**config.mk**
```make
export PLATFORM = sky130hd
export DESIGN_NAME = rgbc_lux_cct_autogain
export DESIGN_NICKNAME = d
export VERILOG_FILES = /design/src/rtl/rgbc_pkg.sv /design/src/rtl/rgbc_ser_mul.sv /design/src/rtl/rgbc_ser_div.sv /design/src/rtl/rgbc_lux_cct_autogain.sv
export SDC_FILE = /design/constraint.sdc
export NUM_CORES = 2
export LEC_CHECK = 0
export BUFFER_PORTS_ARGS = -buffer_cell sky130_fd_sc_hd__buf_4
export CAP_MARGIN = 20
export CORE_MARGIN = 3
export CORE_UTILIZATION = 45
export CTS_CLUSTER_SIZE = 12
export DETAILED_ROUTE_END_ITERATION = 6
export GPL_TIMING_DRIVEN = 0
export PLACE_DENSITY = 0.65
export SYNTH_ARGS = -nofsm -noshare
export SYNTH_HDL_FRONTEND = slang
export SYNTH_HIERARCHICAL = 1
export SYNTH_SLANG_ARGS = --single-unit
```
**constraint.sdc**
```tcl
create_clock -name clk -period 10.6 [get_ports clk]
set_input_delay 0.53 -clock clk [delete_from_list [all_inputs] [get_ports clk]]
set_output_delay 0.53 -clock clk [all_outputs]
set_load 0.005 [all_outputs]
```
**src/rtl/rgbc_pkg.sv**
```systemverilog
`timescale 1ns / 1ps

package rgbc_pkg;

  // field widths
  localparam int CNT_W     = 16;
  localparam int CORR_W    = 19;
  localparam int IT_W      = 10;
  localparam int COEF_W    = 16;
  localparam int LEVEL_W   = 31;
  localparam int GAIN_W    = 2;
  localparam int CPL_W     = 16;
  localparam int CFG_IDX_W = 3;
  localparam int CFG_DAT_W = 16;

  // serial arithmetic widths
  localparam int MUL_A_W = 20;
  localparam int MUL_B_W = 17;
  localparam int MUL_P_W = 40;
  localparam int DIV_N_W = 36;
  localparam int DIV_D_W = 18;

  localparam int DEVICE_FACTOR_DEF = 310;

  localparam logic signed [MUL_B_W-1:0] LEVEL_SCALE = 17'sd1000;

  // register indexes
  localparam logic [CFG_IDX_W-1:0] REG_INTEG_TIME = 3'd0;
  localparam logic [CFG_IDX_W-1:0] REG_RED_COEF   = 3'd1;
  localparam logic [CFG_IDX_W-1:0] REG_GREEN_COEF = 3'd2;
  localparam logic [CFG_IDX_W-1:0] REG_BLUE_COEF  = 3'd3;
  localparam logic [CFG_IDX_W-1:0] REG_CCT_COEF   = 3'd4;
  localparam logic [CFG_IDX_W-1:0] REG_CCT_OFFSET = 3'd5;
  localparam logic [CFG_IDX_W-1:0] REG_GAIN_UP    = 3'd6;
  localparam logic [CFG_IDX_W-1:0] REG_GAIN_DOWN  = 3'd7;

  // register reset values
  localparam logic [IT_W-1:0]          RST_INTEG_TIME = 10'd200;
  localparam logic signed [COEF_W-1:0] RST_RED_COEF   = 16'sd136;
  localparam logic signed [COEF_W-1:0] RST_GREEN_COEF = 16'sd1000;
  localparam logic signed [COEF_W-1:0] RST_BLUE_COEF  = -16'sd444;
  localparam logic signed [COEF_W-1:0] RST_CCT_COEF   = 16'sd3810;
  localparam logic signed [COEF_W-1:0] RST_CCT_OFFSET = 16'sd1391;
  localparam logic [CNT_W-1:0]         RST_GAIN_UP    = 16'd200;
  localparam logic [CNT_W-1:0]         RST_GAIN_DOWN  = 16'd65335;

  // gain codes
  localparam logic [GAIN_W-1:0] GAIN_1X  = 2'd0;
  localparam logic [GAIN_W-1:0] GAIN_4X  = 2'd1;
  localparam logic [GAIN_W-1:0] GAIN_16X = 2'd2;
  localparam logic [GAIN_W-1:0] GAIN_60X = 2'd3;

  typedef struct packed {
    logic start;
    logic accum;
  } mul_ctl_t;

  // analog gain factor of a gain code
  function automatic logic signed [MUL_B_W-1:0] gain_mult(input logic [GAIN_W-1:0] idx);
    logic signed [MUL_B_W-1:0] m;
    unique case (idx)
      GAIN_1X:  m = 17'sd1;
      GAIN_4X:  m = 17'sd4;
      GAIN_16X: m = 17'sd16;
      GAIN_60X: m = 17'sd60;
      default:  m = 17'sd1;
    endcase
    return m;
  endfunction

  // saturate an unsigned quotient to the level range
  function automatic logic [LEVEL_W-1:0] sat_level(input logic [DIV_N_W-1:0] q);
    logic [LEVEL_W-1:0] v;
    if (|q[DIV_N_W-1:LEVEL_W]) v = '1;
    else v = q[LEVEL_W-1:0];
    return v;
  endfunction

  // signed quotient plus offset, clamped to the level range
  function automatic logic [LEVEL_W-1:0] cct_level(input logic [DIV_N_W-1:0] q,
                                                   input logic neg,
                                                   input logic signed [COEF_W-1:0] ofs);
    logic signed [DIV_N_W+1:0] sq;
    logic signed [DIV_N_W+1:0] s;
    logic [LEVEL_W-1:0] v;
    sq = $signed({2'b00, q});
    if (neg) sq = -sq;
    s = sq + (DIV_N_W+2)'(ofs);
    if (s[DIV_N_W+1]) v = '0;
    else if (|s[DIV_N_W:LEVEL_W]) v = '1;
    else v = s[LEVEL_W-1:0];
    return v;
  endfunction

endpackage

```
**src/rtl/rgbc_ser_mul.sv**
```systemverilog
`timescale 1ns / 1ps

module rgbc_ser_mul #(
  parameter int A_W = rgbc_pkg::MUL_A_W,
  parameter int B_W = rgbc_pkg::MUL_B_W,
  parameter int P_W = rgbc_pkg::MUL_P_W
) (
  input  logic                  clk,
  input  logic                  rst_n,
  input  rgbc_pkg::mul_ctl_t    ctl,
  input  logic signed [A_W-1:0] a,
  input  logic signed [B_W-1:0] b,
  output logic                  done,
  output logic signed [P_W-1:0] prod
);

  localparam int CW = $clog2(B_W);
  localparam logic [CW-1:0] LAST = CW'(B_W - 1);

  logic                  busy_r;
  logic                  done_r;
  logic [CW-1:0]         cnt_r;
  logic signed [P_W-1:0] a_sh_r;
  logic [B_W-1:0]        b_sh_r;
  logic signed [P_W-1:0] prod_r;
  logic                  last_w;

  assign last_w = (cnt_r == LAST);

  // bit counter, one multiplier bit per cycle
  always_ff @(posedge clk) begin
    if (!rst_n) begin
      busy_r <= 1'b0;
      done_r <= 1'b0;
      cnt_r  <= '0;
    end else begin
      done_r <= 1'b0;
      if (ctl.start) begin
        busy_r <= 1'b1;
        cnt_r  <= '0;
      end else if (busy_r) begin
        cnt_r <= cnt_r + 1'b1;
        if (last_w) begin
          busy_r <= 1'b0;
          done_r <= 1'b1;
        end
      end
    end
  end

  // shift-add datapath, sign bit of b weighs negative
  always_ff @(posedge clk) begin
    if (ctl.start) begin
      a_sh_r <= P_W'(a);
      b_sh_r <= b;
      if (!ctl.accum) prod_r <= '0;
    end else if (busy_r) begin
      if (b_sh_r[0]) prod_r <= last_w ? prod_r - a_sh_r : prod_r + a_sh_r;
      a_sh_r <= a_sh_r <<< 1;
      b_sh_r <= b_sh_r >> 1;
    end
  end

  assign done = done_r;
  assign prod = prod_r;

endmodule

```
**src/rtl/rgbc_ser_div.sv**
```systemverilog
`timescale 1ns / 1ps

module rgbc_ser_div #(
  parameter int N_W = rgbc_pkg::DIV_N_W,
  parameter int D_W = rgbc_pkg::DIV_D_W
) (
  input  logic           clk,
  input  logic           rst_n,
  input  logic           start,
  input  logic [N_W-1:0] num,
  input  logic [D_W-1:0] den,
  output logic           done,
  output logic [N_W-1:0] quo
);

  localparam int CW = $clog2(N_W);
  localparam logic [CW-1:0] LAST = CW'(N_W - 1);

  logic           busy_r;
  logic           done_r;
  logic [CW-1:0]  cnt_r;
  logic [D_W-1:0] rem_r;
  logic [D_W-1:0] den_r;
  logic [N_W-1:0] quo_r;
  logic [D_W+1:0] trial_w;
  logic           borrow_w;

  // trial subtract of the divisor from the shifted remainder
  assign trial_w  = {1'b0, rem_r, quo_r[N_W-1]} - {2'b00, den_r};
  assign borrow_w = trial_w[D_W+1];

  // iteration counter, one quotient bit per cycle
  always_ff @(posedge clk) begin
    if (!rst_n) begin
      busy_r <= 1'b0;
      done_r <= 1'b0;
      cnt_r  <= '0;
    end else begin
      done_r <= 1'b0;
      if (start) begin
        busy_r <= 1'b1;
        cnt_r  <= '0;
      end else if (busy_r) begin
        cnt_r <= cnt_r + 1'b1;
        if (cnt_r == LAST) begin
          busy_r <= 1'b0;
          done_r <= 1'b1;
        end
      end
    end
  end

  // restoring division, dividend shifts out as quotient shifts in
  always_ff @(posedge clk) begin
    if (start) begin
      rem_r <= '0;
      den_r <= den;
      quo_r <= num;
    end else if (busy_r) begin
      if (borrow_w) rem_r <= {rem_r[D_W-2:0], quo_r[N_W-1]};
      else rem_r <= trial_w[D_W-1:0];
      quo_r <= {quo_r[N_W-2:0], ~borrow_w};
    end
  end

  assign done = done_r;
  assign quo  = quo_r;

endmodule

```
**src/rtl/rgbc_lux_cct_autogain.sv**
```systemverilog
`timescale 1ns / 1ps

// channel   ports                                       direction
// in        in_valid, in_stall, in_*_count              request in
// out       out_valid, out_stall, out_* results         request out
// cfg       cfg_valid, cfg_ready, cfg_index, cfg_data   register write
//
// one request at a time; each takes nine products on the bit-serial
// multiplier and seven quotients on the restoring divider, in sequence
// synchronous active-low reset; no clearing pass, the block is ready at once
// a finished result waits in the output register while the next request is
// taken; a stalled output holds the sequencer only at its last step

module rgbc_lux_cct_autogain #(
  parameter int DEVICE_FACTOR = rgbc_pkg::DEVICE_FACTOR_DEF
) (
  input  logic                                clk,
  input  logic                                rst_n,
  input  logic                                in_valid,
  output logic                                in_stall,
  input  logic [rgbc_pkg::CNT_W-1:0]          in_clear_count,
  input  logic [rgbc_pkg::CNT_W-1:0]          in_red_count,
  input  logic [rgbc_pkg::CNT_W-1:0]          in_green_count,
  input  logic [rgbc_pkg::CNT_W-1:0]          in_blue_count,
  output logic                                out_valid,
  input  logic                                out_stall,
  output logic [rgbc_pkg::LEVEL_W-1:0]        out_red_level,
  output logic [rgbc_pkg::LEVEL_W-1:0]        out_green_level,
  output logic [rgbc_pkg::LEVEL_W-1:0]        out_blue_level,
  output logic [rgbc_pkg::LEVEL_W-1:0]        out_clear_level,
  output logic [rgbc_pkg::LEVEL_W-1:0]        out_lux,
  output logic [rgbc_pkg::LEVEL_W-1:0]        out_color_temp,
  output logic [rgbc_pkg::GAIN_W-1:0]         out_gain_used,
  output logic [rgbc_pkg::GAIN_W-1:0]         out_gain_next,
  output logic                                out_math_error,
  input  logic                                cfg_valid,
  output logic                                cfg_ready,
  input  logic [rgbc_pkg::CFG_IDX_W-1:0]      cfg_index,
  input  logic [rgbc_pkg::CFG_DAT_W-1:0]      cfg_data
);

  localparam int CNT_W   = rgbc_pkg::CNT_W;
  localparam int CORR_W  = rgbc_pkg::CORR_W;
  localparam int COEF_W  = rgbc_pkg::COEF_W;
  localparam int LEVEL_W = rgbc_pkg::LEVEL_W;
  localparam int GAIN_W  = rgbc_pkg::GAIN_W;
  localparam int CPL_W   = rgbc_pkg::CPL_W;
  localparam int A_W     = rgbc_pkg::MUL_A_W;
  localparam int B_W     = rgbc_pkg::MUL_B_W;
  localparam int P_W     = rgbc_pkg::MUL_P_W;
  localparam int N_W     = rgbc_pkg::DIV_N_W;
  localparam int D_W     = rgbc_pkg::DIV_D_W;

  // sequencer states
  localparam logic [2:0] S_IDLE = 3'd0;
  localparam logic [2:0] S_PREP = 3'd1;
  localparam logic [2:0] S_MUL  = 3'd2;
  localparam logic [2:0] S_DIV  = 3'd3;
  localparam logic [2:0] S_DONE = 3'd4;

  // computation steps, each one product (three for lux) and a quotient
  localparam logic [2:0] STEP_CPL   = 3'd0;
  localparam logic [2:0] STEP_CCT   = 3'd1;
  localparam logic [2:0] STEP_LUX   = 3'd2;
  localparam logic [2:0] STEP_RED   = 3'd3;
  localparam logic [2:0] STEP_GREEN = 3'd4;
  localparam logic [2:0] STEP_BLUE  = 3'd5;
  localparam logic [2:0] STEP_CLEAR = 3'd6;

  localparam logic [1:0] LUX_TERM_LAST = 2'd2;

  // configuration registers
  logic [rgbc_pkg::IT_W-1:0] it_r;
  logic signed [COEF_W-1:0]  red_coef_r;
  logic signed [COEF_W-1:0]  green_coef_r;
  logic signed [COEF_W-1:0]  blue_coef_r;
  logic signed [COEF_W-1:0]  cct_coef_r;
  logic signed [COEF_W-1:0]  cct_offset_r;
  logic [CNT_W-1:0]          gain_up_r;
  logic [CNT_W-1:0]          gain_down_r;

  // sequencer and item state
  logic [2:0]               state_r;
  logic [2:0]               step_r;
  logic [1:0]               term_r;
  logic                     mul_go_r;
  logic                     div_go_r;
  logic [GAIN_W-1:0]        gain_idx_r;
  logic [GAIN_W-1:0]        gain_used_r;
  logic [GAIN_W-1:0]        gain_next_r;
  logic [GAIN_W-1:0]        gain_next_w;
  logic [CNT_W-1:0]         c_raw_r;
  logic [CNT_W-1:0]         r_raw_r;
  logic [CNT_W-1:0]         g_raw_r;
  logic [CNT_W-1:0]         b_raw_r;
  logic signed [CORR_W-1:0] r_cor_r;
  logic signed [CORR_W-1:0] g_cor_r;
  logic signed [CORR_W-1:0] b_cor_r;
  logic [CPL_W-1:0]         cpl_r;
  logic [LEVEL_W-1:0]       ct_r;
  logic [LEVEL_W-1:0]       lux_r;
  logic [LEVEL_W-1:0]       rl_r;
  logic [LEVEL_W-1:0]       gl_r;
  logic [LEVEL_W-1:0]       bl_r;

  // output register
  logic                out_valid_r;
  logic [LEVEL_W-1:0]  out_rl_r;
  logic [LEVEL_W-1:0]  out_gl_r;
  logic [LEVEL_W-1:0]  out_bl_r;
  logic [LEVEL_W-1:0]  out_cl_r;
  logic [LEVEL_W-1:0]  out_lux_r;
  logic [LEVEL_W-1:0]  out_ct_r;
  logic [GAIN_W-1:0]   out_used_r;
  logic [GAIN_W-1:0]   out_next_r;
  logic                out_err_r;

  // arithmetic unit hookup
  rgbc_pkg::mul_ctl_t    mul_ctl;
  logic signed [A_W-1:0] mul_a;
  logic signed [B_W-1:0] mul_b;
  logic                  mul_done;
  logic signed [P_W-1:0] mul_prod;
  logic [N_W-1:0]        div_num;
  logic [D_W-1:0]        div_den;
  logic                  div_done;
  logic [N_W-1:0]        div_quo;

  logic signed [CORR_W-1:0] sum_w;
  logic signed [CORR_W-1:0] ir_w;
  logic signed [P_W-1:0]    prod_abs_w;
  logic signed [CORR_W-1:0] r_abs_w;
  logic                     cct_neg_w;
  logic                     take_out_w;

  // nothing is taken while reset is held
  assign cfg_ready = rst_n;
  assign in_stall  = !rst_n || (state_r != S_IDLE);

  // configuration writes
  always_ff @(posedge clk) begin
    if (!rst_n) begin
      it_r         <= rgbc_pkg::RST_INTEG_TIME;
      red_coef_r   <= rgbc_pkg::RST_RED_COEF;
      green_coef_r <= rgbc_pkg::RST_GREEN_COEF;
      blue_coef_r  <= rgbc_pkg::RST_BLUE_COEF;
      cct_coef_r   <= rgbc_pkg::RST_CCT_COEF;
      cct_offset_r <= rgbc_pkg::RST_CCT_OFFSET;
      gain_up_r    <= rgbc_pkg::RST_GAIN_UP;
      gain_down_r  <= rgbc_pkg::RST_GAIN_DOWN;
    end else if (cfg_valid && cfg_ready) begin
      unique case (cfg_index)
        rgbc_pkg::REG_INTEG_TIME: it_r         <= cfg_data[rgbc_pkg::IT_W-1:0];
        rgbc_pkg::REG_RED_COEF:   red_coef_r   <= cfg_data;
        rgbc_pkg::REG_GREEN_COEF: green_coef_r <= cfg_data;
        rgbc_pkg::REG_BLUE_COEF:  blue_coef_r  <= cfg_data;
        rgbc_pkg::REG_CCT_COEF:   cct_coef_r   <= cfg_data;
        rgbc_pkg::REG_CCT_OFFSET: cct_offset_r <= cfg_data;
        rgbc_pkg::REG_GAIN_UP:    gain_up_r    <= cfg_data;
        rgbc_pkg::REG_GAIN_DOWN:  gain_down_r  <= cfg_data;
        default: ;
      endcase
    end
  end

  // ir estimate, half of r+g+b-c rounded toward minus infinity
  assign sum_w = $signed({3'b000, r_raw_r}) + $signed({3'b000, g_raw_r})
               + $signed({3'b000, b_raw_r}) - $signed({3'b000, c_raw_r});
  assign ir_w  = sum_w >>> 1;

  // autogain step from the raw clear count
  always_comb begin
    gain_next_w = gain_used_r;
    if (c_raw_r < gain_up_r) begin
      if (gain_used_r != rgbc_pkg::GAIN_60X) gain_next_w = gain_used_r + 1'b1;
    end else if (c_raw_r > gain_down_r) begin
      if (gain_used_r != rgbc_pkg::GAIN_1X) gain_next_w = gain_used_r - 1'b1;
    end
  end

  // multiplier operands per step
  always_comb begin
    mul_a = '0;
    mul_b = rgbc_pkg::LEVEL_SCALE;
    case (step_r)
      STEP_CPL: begin
        mul_a = A_W'(it_r);
        mul_b = rgbc_pkg::gain_mult(gain_used_r);
      end
      STEP_CCT: begin
        mul_a = A_W'(b_cor_r);
        mul_b = B_W'(cct_coef_r);
      end
      STEP_LUX: begin
        case (term_r)
          2'd0: begin
            mul_a = A_W'(r_cor_r);
            mul_b = B_W'(red_coef_r);
          end
          2'd1: begin
            mul_a = A_W'(g_cor_r);
            mul_b = B_W'(green_coef_r);
          end
          default: begin
            mul_a = A_W'(b_cor_r);
            mul_b = B_W'(blue_coef_r);
          end
        endcase
      end
      STEP_RED:   mul_a = r_cor_r[CORR_W-1] ? '0 : A_W'(r_cor_r);
      STEP_GREEN: mul_a = g_cor_r[CORR_W-1] ? '0 : A_W'(g_cor_r);
      STEP_BLUE:  mul_a = b_cor_r[CORR_W-1] ? '0 : A_W'(b_cor_r);
      default:    mul_a = A_W'(c_raw_r);
    endcase
  end

  assign mul_ctl.start = mul_go_r;
  assign mul_ctl.accum = (step_r == STEP_LUX) && (term_r != 2'd0);

  // divider operands per step
  assign prod_abs_w = mul_prod[P_W-1] ? -mul_prod : mul_prod;
  assign r_abs_w    = r_cor_r[CORR_W-1] ? -r_cor_r : r_cor_r;
  assign cct_neg_w  = mul_prod[P_W-1] ^ r_cor_r[CORR_W-1];

  always_comb begin
    div_num = mul_prod[N_W-1:0];
    div_den = D_W'(cpl_r);
    case (step_r)
      STEP_CPL: div_den = D_W'(DEVICE_FACTOR);
      STEP_CCT: begin
        div_num = prod_abs_w[N_W-1:0];
        div_den = r_abs_w[D_W-1:0];
      end
      STEP_LUX: div_num = mul_prod[P_W-1] ? '0 : mul_prod[N_W-1:0];
      default: ;
    endcase
  end

  rgbc_ser_mul #(
    .A_W (A_W),
    .B_W (B_W),
    .P_W (P_W)
  ) u_mul (
    .clk   (clk),
    .rst_n (rst_n),
    .ctl   (mul_ctl),
    .a     (mul_a),
    .b     (mul_b),
    .done  (mul_done),
    .prod  (mul_prod)
  );

  rgbc_ser_div #(
    .N_W (N_W),
    .D_W (D_W)
  ) u_div (
    .clk   (clk),
    .rst_n (rst_n),
    .start (div_go_r),
    .num   (div_num),
    .den   (div_den),
    .done  (div_done),
    .quo   (div_quo)
  );

  assign take_out_w = (state_r == S_DONE) && (!out_valid_r || !out_stall);

  // sequencer control
  always_ff @(posedge clk) begin
    if (!rst_n) begin
      state_r     <= S_IDLE;
      step_r      <= STEP_CPL;
      term_r      <= 2'd0;
      mul_go_r    <= 1'b0;
      div_go_r    <= 1'b0;
      gain_idx_r  <= rgbc_pkg::GAIN_4X;
      out_valid_r <= 1'b0;
    end else begin
      mul_go_r <= 1'b0;
      div_go_r <= 1'b0;
      if (take_out_w) out_valid_r <= 1'b1;
      else if (!out_stall) out_valid_r <= 1'b0;
      unique case (state_r)
        S_IDLE: begin
          if (in_valid) state_r <= S_PREP;
        end
        S_PREP: begin
          step_r   <= STEP_CPL;
          term_r   <= 2'd0;
          mul_go_r <= 1'b1;
          state_r  <= S_MUL;
        end
        S_MUL: begin
          if (mul_done) begin
            if ((step_r == STEP_LUX) && (term_r != LUX_TERM_LAST)) begin
              term_r   <= term_r + 1'b1;
              mul_go_r <= 1'b1;
            end else begin
              div_go_r <= 1'b1;
              state_r  <= S_DIV;
            end
          end
        end
        S_DIV: begin
          if (div_done) begin
            if (step_r == STEP_CLEAR) begin
              state_r <= S_DONE;
            end else begin
              step_r   <= step_r + 1'b1;
              term_r   <= 2'd0;
              mul_go_r <= 1'b1;
              state_r  <= S_MUL;
            end
          end
        end
        S_DONE: begin
          if (take_out_w) begin
            gain_idx_r <= gain_next_r;
            state_r    <= S_IDLE;
          end
        end
        default: state_r <= S_IDLE;
      endcase
    end
  end

  // item capture and corrected channels
  always_ff @(posedge clk) begin
    if ((state_r == S_IDLE) && in_valid) begin
      c_raw_r     <= in_clear_count;
      r_raw_r     <= in_red_count;
      g_raw_r     <= in_green_count;
      b_raw_r     <= in_blue_count;
      gain_used_r <= gain_idx_r;
    end
    if (state_r == S_PREP) begin
      r_cor_r     <= $signed({3'b000, r_raw_r}) - ir_w;
      g_cor_r     <= $signed({3'b000, g_raw_r}) - ir_w;
      b_cor_r     <= $signed({3'b000, b_raw_r}) - ir_w;
      gain_next_r <= gain_next_w;
    end
  end

  // quotient results per step
  always_ff @(posedge clk) begin
    if ((state_r == S_DIV) && div_done) begin
      case (step_r)
        STEP_CPL: cpl_r <= div_quo[CPL_W-1:0];
        STEP_CCT: begin
          if (r_cor_r == '0) ct_r <= '0;
          else ct_r <= rgbc_pkg::cct_level(div_quo, cct_neg_w, cct_offset_r);
        end
        STEP_LUX:   lux_r <= (cpl_r == '0) ? '0 : rgbc_pkg::sat_level(div_quo);
        STEP_RED:   rl_r  <= (cpl_r == '0) ? '0 : rgbc_pkg::sat_level(div_quo);
        STEP_GREEN: gl_r  <= (cpl_r == '0) ? '0 : rgbc_pkg::sat_level(div_quo);
        STEP_BLUE:  bl_r  <= (cpl_r == '0) ? '0 : rgbc_pkg::sat_level(div_quo);
        default: ;
      endcase
    end
  end

  // result register load
  always_ff @(posedge clk) begin
    if (take_out_w) begin
      out_rl_r   <= rl_r;
      out_gl_r   <= gl_r;
      out_bl_r   <= bl_r;
      out_cl_r   <= (cpl_r == '0) ? '0 : rgbc_pkg::sat_level(div_quo);
      out_lux_r  <= lux_r;
      out_ct_r   <= ct_r;
      out_used_r <= gain_used_r;
      out_next_r <= gain_next_r;
      out_err_r  <= (r_cor_r == '0) || (cpl_r == '0);
    end
  end

  assign out_valid       = out_valid_r;
  assign out_red_level   = out_rl_r;
  assign out_green_level = out_gl_r;
  assign out_blue_level  = out_bl_r;
  assign out_clear_level = out_cl_r;
  assign out_lux         = out_lux_r;
  assign out_color_temp  = out_ct_r;
  assign out_gain_used   = out_used_r;
  assign out_gain_next   = out_next_r;
  assign out_math_error  = out_err_r;

endmodule

```
# [After elaboration in Yosys (flattened, before gate mapping)]
# Index checks and enable logic that the tools add are counted.
[word_totals] elab_cells=232 out_inout_bits=194 ff_bits=806
[op_classes] n_reduce_logical=54 bitwise=5 add_sub_neg=19 eq_ne=34 muxes=67 n_lt_le_gt_ge=2
[ops] cell="two-way mux 40 bit" count=7
[ops] cell="two-way mux 38 bit" count=4
[ops] cell="two-way mux 36 bit" count=4
[ops] cell="case mux 20 bit (6 select lines)" count=1
[ops] cell="two-way mux 31 bit" count=3
[ops] cell="two-way mux 18 bit" count=5
[ops] cell="case mux 36 bit (2 select lines)" count=1
[ops] cell="case mux 17 bit (4 select lines)" count=1
[ops] cell="subtractor 17 x 18 -> 19 bit" count=3
[ops] cell="case mux 17 bit (3 select lines)" count=1
[ops] cell="adder 40 bit" count=1
[ops] cell="case mux 20 bit (2 select lines)" count=1
[ops] cell="subtractor 40 bit" count=1
[ops] cell="adder 38 x 16 -> 38 bit" count=1
[ops] cell="negation 36 -> 38 bit" count=1
[ops] cell="negation 36 bit" count=1
[ops] cell="case mux 18 bit (2 select lines)" count=1
[ops] cell="two-way mux 17 bit" count=2
[ops] cell="case mux 17 bit (2 select lines)" count=1
[ops] cell="AND reduction 2 bit" count=15
[ops] cell="== test 3 bit, second input constant" count=8
[ops] cell="two-way mux 3 bit" count=8
[ops] cell="subtractor 19 x 18 -> 20 bit" count=1
[ops] cell="zero test 19 bit" count=1
[ops] cell="41 further kinds" count=108

# [Logic depth before layout (Yosys ltp)]
[depth] depth_word=8 depth_mapped=23 depth_no_buf=23

# [Modules after synthesis]
# The synthesis kept the hierarchy.
[by_module_without_submodules] mod="rgbc_lux_cct_autogain" area_each_um2=30354.1 cells_each=2713 seq_area_each_um2=17326.6 n_inst=1
[by_module_without_submodules] mod="rgbc_ser_mul" area_each_um2=7140.6 cells_each=727 seq_area_each_um2=3052.9 n_inst=1
[by_module_without_submodules] mod="rgbc_ser_div" area_each_um2=4381.7 cells_each=381 seq_area_each_um2=2142.1 n_inst=1

# [Least setup slack after synthesis]
# OpenSTA, ideal clock, no wires.
[synth_path] path_type="register to register" startpoint="reg state_r[0]" endpoint="reg b_raw_r[0] (enable)" arrival_time_ns=7.373 path_slack_ns=2.551 stages_incl_launch_ff=3 setup_time_ns=0.676 cell_sequence="dfxtp_1 clkbuf_1 nor4b_1"
[synth_between] elab_chain_cells=2
[synth_rtl] item="start: declaration" line_no="rgbc_lux_cct_autogain.sv:83" rtl="logic [2:0] state_r;"
[synth_rtl] item="start signal: assignment" line_no="rgbc_lux_cct_autogain.sv:271" rtl="state_r <= S_IDLE;"
[synth_rtl] item="start signal: assignment" line_no="rgbc_lux_cct_autogain.sv:285" rtl="if (in_valid) state_r <= S_PREP;"
[synth_rtl] item="start signal: assignment" line_no="rgbc_lux_cct_autogain.sv:291" rtl="state_r <= S_MUL;"
[synth_rtl] item="zero test 3 bit" line_no="rgbc_lux_cct_autogain.sv:329" rtl="if ((state_r == S_IDLE) && in_valid) begin"
[synth_rtl] item="logical AND 1 bit" line_no="rgbc_lux_cct_autogain.sv:329"
[synth_rtl] item="end signal: assignment" line_no="rgbc_lux_cct_autogain.sv:333" rtl="b_raw_r <= in_blue_count;"
[synth_rtl] item="end: declaration" line_no="rgbc_lux_cct_autogain.sv:95" rtl="logic [CNT_W-1:0] b_raw_r;"
# Every way passes these cells.
# A chain may end at the register's enable or synchronous reset.

# [Worst setup path after layout]
[layout_path] startpoint="reg u_div.quo_r[5], in the netlist u_div/quo[5]" endpoint="reg ct_r[1], data pin"
[layout_between] elab_chain_cells=8 word_cells_on_any_way=9 cone_classes="add/sub: 2; mux: 5; reduce/logical: 2"
[layout_rtl] item="start: declaration" line_no="rgbc_ser_div.sv:24" rtl="logic [N_W-1:0] quo_r;"
[layout_rtl] item="start signal: assignment" line_no="rgbc_ser_div.sv:58" rtl="quo_r <= num;"
[layout_rtl] item="start signal: assignment" line_no="rgbc_ser_div.sv:62" rtl="quo_r <= {quo_r[N_W-2:0], ~borrow_w};"
[layout_rtl] item="negation 36 -> 38 bit" line_no="rgbc_pkg.sv:87" rtl="if (neg) sq = -sq;"
[layout_rtl] item="two-way mux 38 bit *" line_no="rgbc_pkg.sv:87"
[layout_rtl] item="two-way mux 38 bit *" line_no="rgbc_lux_cct_autogain.sv:350" rtl="if (r_cor_r == '0) ct_r <= '0;"
[layout_rtl] item="two-way mux 38 bit *" line_no="rgbc_lux_cct_autogain.sv:347" rtl="case (step_r)"
[layout_rtl] item="two-way mux 38 bit *" line_no="rgbc_lux_cct_autogain.sv:346" rtl="if ((state_r == S_DIV) && div_done) begin"
[layout_rtl] item="adder 38 x 16 -> 38 bit *" line_no="rgbc_pkg.sv:88" rtl="s = sq + (DIV_N_W+2)'(ofs);"
[layout_rtl] item="OR reduction 6 bit" line_no="rgbc_pkg.sv:90" rtl="else if (|s[DIV_N_W:LEVEL_W]) v = '1;"
[layout_rtl] item="two-way mux 31 bit" line_no="rgbc_pkg.sv:90"
[layout_rtl] item="end signal: assignment" line_no="rgbc_lux_cct_autogain.sv:351" rtl="else ct_r <= rgbc_pkg::cct_level(div_quo, cct_neg_w, cct_offset_r);"
[layout_rtl] item="end: declaration" line_no="rgbc_lux_cct_autogain.sv:100" rtl="logic [LEVEL_W-1:0] ct_r;"
# Mark *: on every way between the ends. The rest lies on a longest branch, timed or not. The select of a mux whose other input is x is not followed.

==> flow_summary_export.csv <==
group,metric,value,unit
final_layout,nFillCells,8182,
final_layout,stdcell_area,0.04854,mm^2
clocking,post_cts_buffers,0,
clocking,cts.clk_slew.worst_paths,0.07,ns
critical_path,path_common_cell,"a21oi_1",
global_routing,grt_max_degree,113,
sta,layout_min_cycle_time,6.712,ns
detailed_routing,dr_total_vias,30300,
detailed_routing,drt_pass1_iterations,6,
sta,min_period_over_period,63.33,%
pwr,p_leak,18.17,nW
placed_design,place_area,0.04586,mm^2
final_layout,final_common_cell,"edfxtp_1",
final_layout,final_cell_mix,"edfxtp_1, nand2_1, buf_4, inv_1, a21oi_1",
clocking,cts_buffer_depth,3,
sta,max_slew_margin,26.46,%
detailed_routing,final_antenna_net_count,0,
placed_design,place_congestion,0.9304,
detailed_routing,met2_length,53.12,mm
critical_path,critPathKind,"flop to flop",
logic_synthesis,ys_seq_area_share,53.78,%
critical_path,r2r-end,"ct_r[1]$_SDFFCE_PP0P_",
logic_synthesis,yosys_register_bits,806,
global_routing,antenna_found_initial,0,
logic_synthesis,synthFlopType,"edfxtp_1",
final_layout,diodes,0,
sta,setup_viol,0,
clocking,cts_buffers,86,
logic_synthesis,synth_edf_count,638,
sta,drv_slew,0,
sta,fin_ws,3.888,ns
critical_path,worstSetupStartpoint,"u_div/quo[5]$_DFFE_PP_",
critical_path,rr_startpoint,"u_div/quo[5]$_DFFE_PP_",
die,num_io_pins,282,
logic_synthesis,synthDistinctLibCells,108,
detailed_routing,route.detailed.drc,0,
placed_design,hpwl,83.33,mm
sta,fin_skew,0.02807,ns
pwr,p_int,0.008219,W
placed_design,dp_slack,3.857,ns
die,die_y,311.1,um
critical_path,reg2reg_depth,21,
pwr,seqPwrFrac,33.4,%
pwr,max-vdd-ir-drop,0.0001997,V
detailed_routing,wl_met3,5.813,mm
pwr,p_sw,0.005092,W
status,status,"finished clean",
logic_synthesis,yosys_warnings,6,
clocking,h-tree-depth,3,
detailed_routing,route.layer.met1.wl,48.09,mm
detailed_routing,highest_layer,"met4",
sta,rsz0062_at_grt,"no",
global_routing,grtUsageTotal,22.27,%
detailed_routing,avgViaCountPerCell,5.500,
final_layout,syn_to_final_growth,15.92,%
logic_synthesis,async_reset_ff_share,0,%
final_layout,fin_cells,5509,
sta,hold_violations,0,
critical_path,crit_fanout,10,
sta,fmax,149.0,MHz
clocking,cts_root_buffer,"clkbuf_16",
critical_path,path_cells,"nor4_1 -> or3b_1 -> nor2_1 -> nand2_1 -> or2_2 -> nor3_1 -> a21oi_1 -> xor2_1 -> ha_1 -> clkbuf_1 -> a21o_1 -> a21o_1 -> a21oi_1 -> o21ai_0 -> or3_1 -> o21ai_0 -> xor2_1 -> nand4_1 -> a211oi_1 -> clkbuf_1 -> a21oi_1",
critical_path,cp-endpoint,"ct_r[1]$_SDFFCE_PP0P_",
placed_design,port_buffers,271,
clocking,cts_tree,"yes",
logic_synthesis,syn_inst,3821,
final_layout,final_layout_size_suffix_gt1_share,13.24,%
sta,worst_pin_slew,1.095,ns
pwr,power.density,274.2,mW/mm^2
detailed_routing,wire_per_inst,19.91,um
critical_path,critPathSlowestCell,"a211oi_1",
critical_path,critPathRequiredTime,10.97,ns
logic_synthesis,synth_nets,4138,
critical_path,max_stage_delay,0.64,ns
die,start_util,45.55,%
global_routing,grt_pass1_wl,169.3,mm
critical_path,end_kind,"flop",
placed_design,dp_cells,5360,
die,num_rows,111,
critical_path,start_kind,"flop",
job,max_cap_viol_count,0,
clocking,cts_repair_resize_count,0,
pwr,swShare,38.25,%
clocking,ctsHoldBuffers,0,
clocking,clkSinkCount,806,
detailed_routing,first_iter_violations,2519,
final_layout,nNetsFinal,4522,
pwr,clockPowerShare,21.6,%
logic_synthesis,syn-mean-instance-area,10.96,um^2
pwr,total_power,0.01331,W
die,core,0.09194,mm^2
clocking,clk-insertion-delay-late,0.66,ns
pwr,comb_power_share,45.0,%
hold_path,hp-class,"input pin to flop",
detailed_routing,routed_wirelength,109.7,mm
critical_path,arrival,7.08,ns
critical_path,rrSetupSlack,3.89,ns
logic_synthesis,synth_area,0.04188,mm^2
die,chipWidth,311.1,um
die,dieArea,0.09676,mm^2
global_routing,first_global_vias,29120,
global_routing,overflow,0,
==> power by group through the flow <==
stage / logic (W) / clock network (W) / registers (W)
floorplan: 0.00464 / 0 / 0.00434
global placement: 0.00580 / 0 / 0.00452
detailed placement: 0.00592 / 0 / 0.00450
CTS: 0.00595 / 0.00294 / 0.00444
global route: 0.00674 / 0.00308 / 0.00447
finish: 0.00599 / 0.00288 / 0.00444
==> through the flow <==
stage | TNS, ns | utilization [%] | hold WS (ns)
finish | 0 | 52.80 | 0.04936
global route | 0 | 52.80 | 0.01982
CTS | 0 | 52.80 | 0.001204
detailed placement | 0 | 49.87 | 0.4045
global placement | -30.22 | 49.45 | 0.4001
floorplan | 0 | - | 0.4003
==> critical path, delay by kind of cell, from the launching register on <==
family / cells / cell delay, ns
AO/OA/AOI/OAI: 8 / 1.96
XOR/XNOR: 2 / 0.38
adder cells (fa/ha/maj): 1 / 0.28
buffers and inverters: 2 / 0.70
flip-flops: 1 / 0.54
AND/OR/NAND/NOR: 8 / 2.56
==> cells by family after synthesis <==
logic type / Yosys count / synth area share [%]
AOI/OAI and AO/OA: 960 / 15.29
xor gates and xnor gates: 239 / 4.999
adders and majority gates: 235 / 7.649
buffers and inverters: 413 / 3.863
DFF: 806 / 53.78
muxes: 89 / 2.336
and+or+nand+nor: 1079 / 12.08
==> flip-flops by register name, indices dropped and copies added, names as in the netlist, 17 cells and up <==
register	cells
b_cor_r	19
bl_r	31
ct_r	31
g_cor_r	19
gl_r	31
lux_r	31
out_blue_level	31
out_clear_level	31
out_color_temp	31
out_green_level	31
out_lux	31
out_red_level	31
r_cor_r	19
rl_r	31
u_div/den_r	18
u_div/quo	36
u_div/rem_r	18
u_mul/a_sh_r	40
u_mul/b_sh_r	17
u_mul/prod	40
==> layout make-up <==
type	count	area (um^2)	share of cell area [%]
Multi-Input combinational cell	2602	17800	36.66
Clock inverter	28	341.6	0.7037
Clock buffer	121	2345	4.830
Sequential cell	806	22520	46.40
Buffer	176	728.2	1.500
Timing Repair Buffer	296	2357	4.856
Tap cell	1243	1555	3.204
Inverter	237	897.1	1.848
==> how the worst min path moves through the flow <==
stage | end | slack, ns | depth (start not counted) | from
finish | b_raw_r[3]$_DFFE_PP_ | 0.05 | 1 | in_blue_count[3]
detailed placement | out_blue_level[10]$_DFFE_PP_ | 0.40 | 0 | bl_r[10]$_DFFE_PP_
CTS | b_raw_r[3]$_DFFE_PP_ | 0.001 | 1 | in_blue_count[3]
global route | c_raw_r[6]$_DFFE_PP_ | 0.02 | 1 | in_clear_count[6]
global placement | out_lux[6]$_DFFE_PP_ | 0.40 | 0 | lux_r[6]$_DFFE_PP_
floorplan | out_blue_level[0]$_DFFE_PP_ | 0.40 | 0 | bl_r[0]$_DFFE_PP_
==> cell usage after synthesis (all sizes together), types with 21 or more instances <==
library cell / instances / area share, %
inv: 236 / 2.1
a211oi: 26 / 0.48
buf: 21 / 0.32
a21oi: 238 / 2.9
nor2b: 25 / 0.37
xor2: 105 / 2.2
nor4: 22 / 0.34
nand3: 90 / 1.1
and2: 23 / 0.34
fa: 37 / 1.8
edfxtp: 638 / 46
o21a: 53 / 0.95
dfxtp: 168 / 8.0
o31ai: 24 / 0.45
o21ai: 211 / 2.5
ha: 192 / 5.7
nor2: 213 / 1.9
a31oi: 42 / 0.66
nand4: 47 / 0.70
nor3: 78 / 0.96
o211ai: 34 / 0.65
clkbuf: 155 / 1.4
nand2: 444 / 4.0
a21o: 77 / 1.4
a21boi: 80 / 1.4
mux2: 70 / 1.9
nand2b: 28 / 0.42
or3: 24 / 0.38
xnor2: 134 / 2.8
==> metal layers <==
metal / vias up / track usage (%)
li1: 14730 / -
met1: 14510 / 29.65
met2: 907 / 38.02
met3: 158 / 3.210
met4: 0 / 6.289
met5: - / 0
Note: power is estimated with default switching activity, not from simulation.
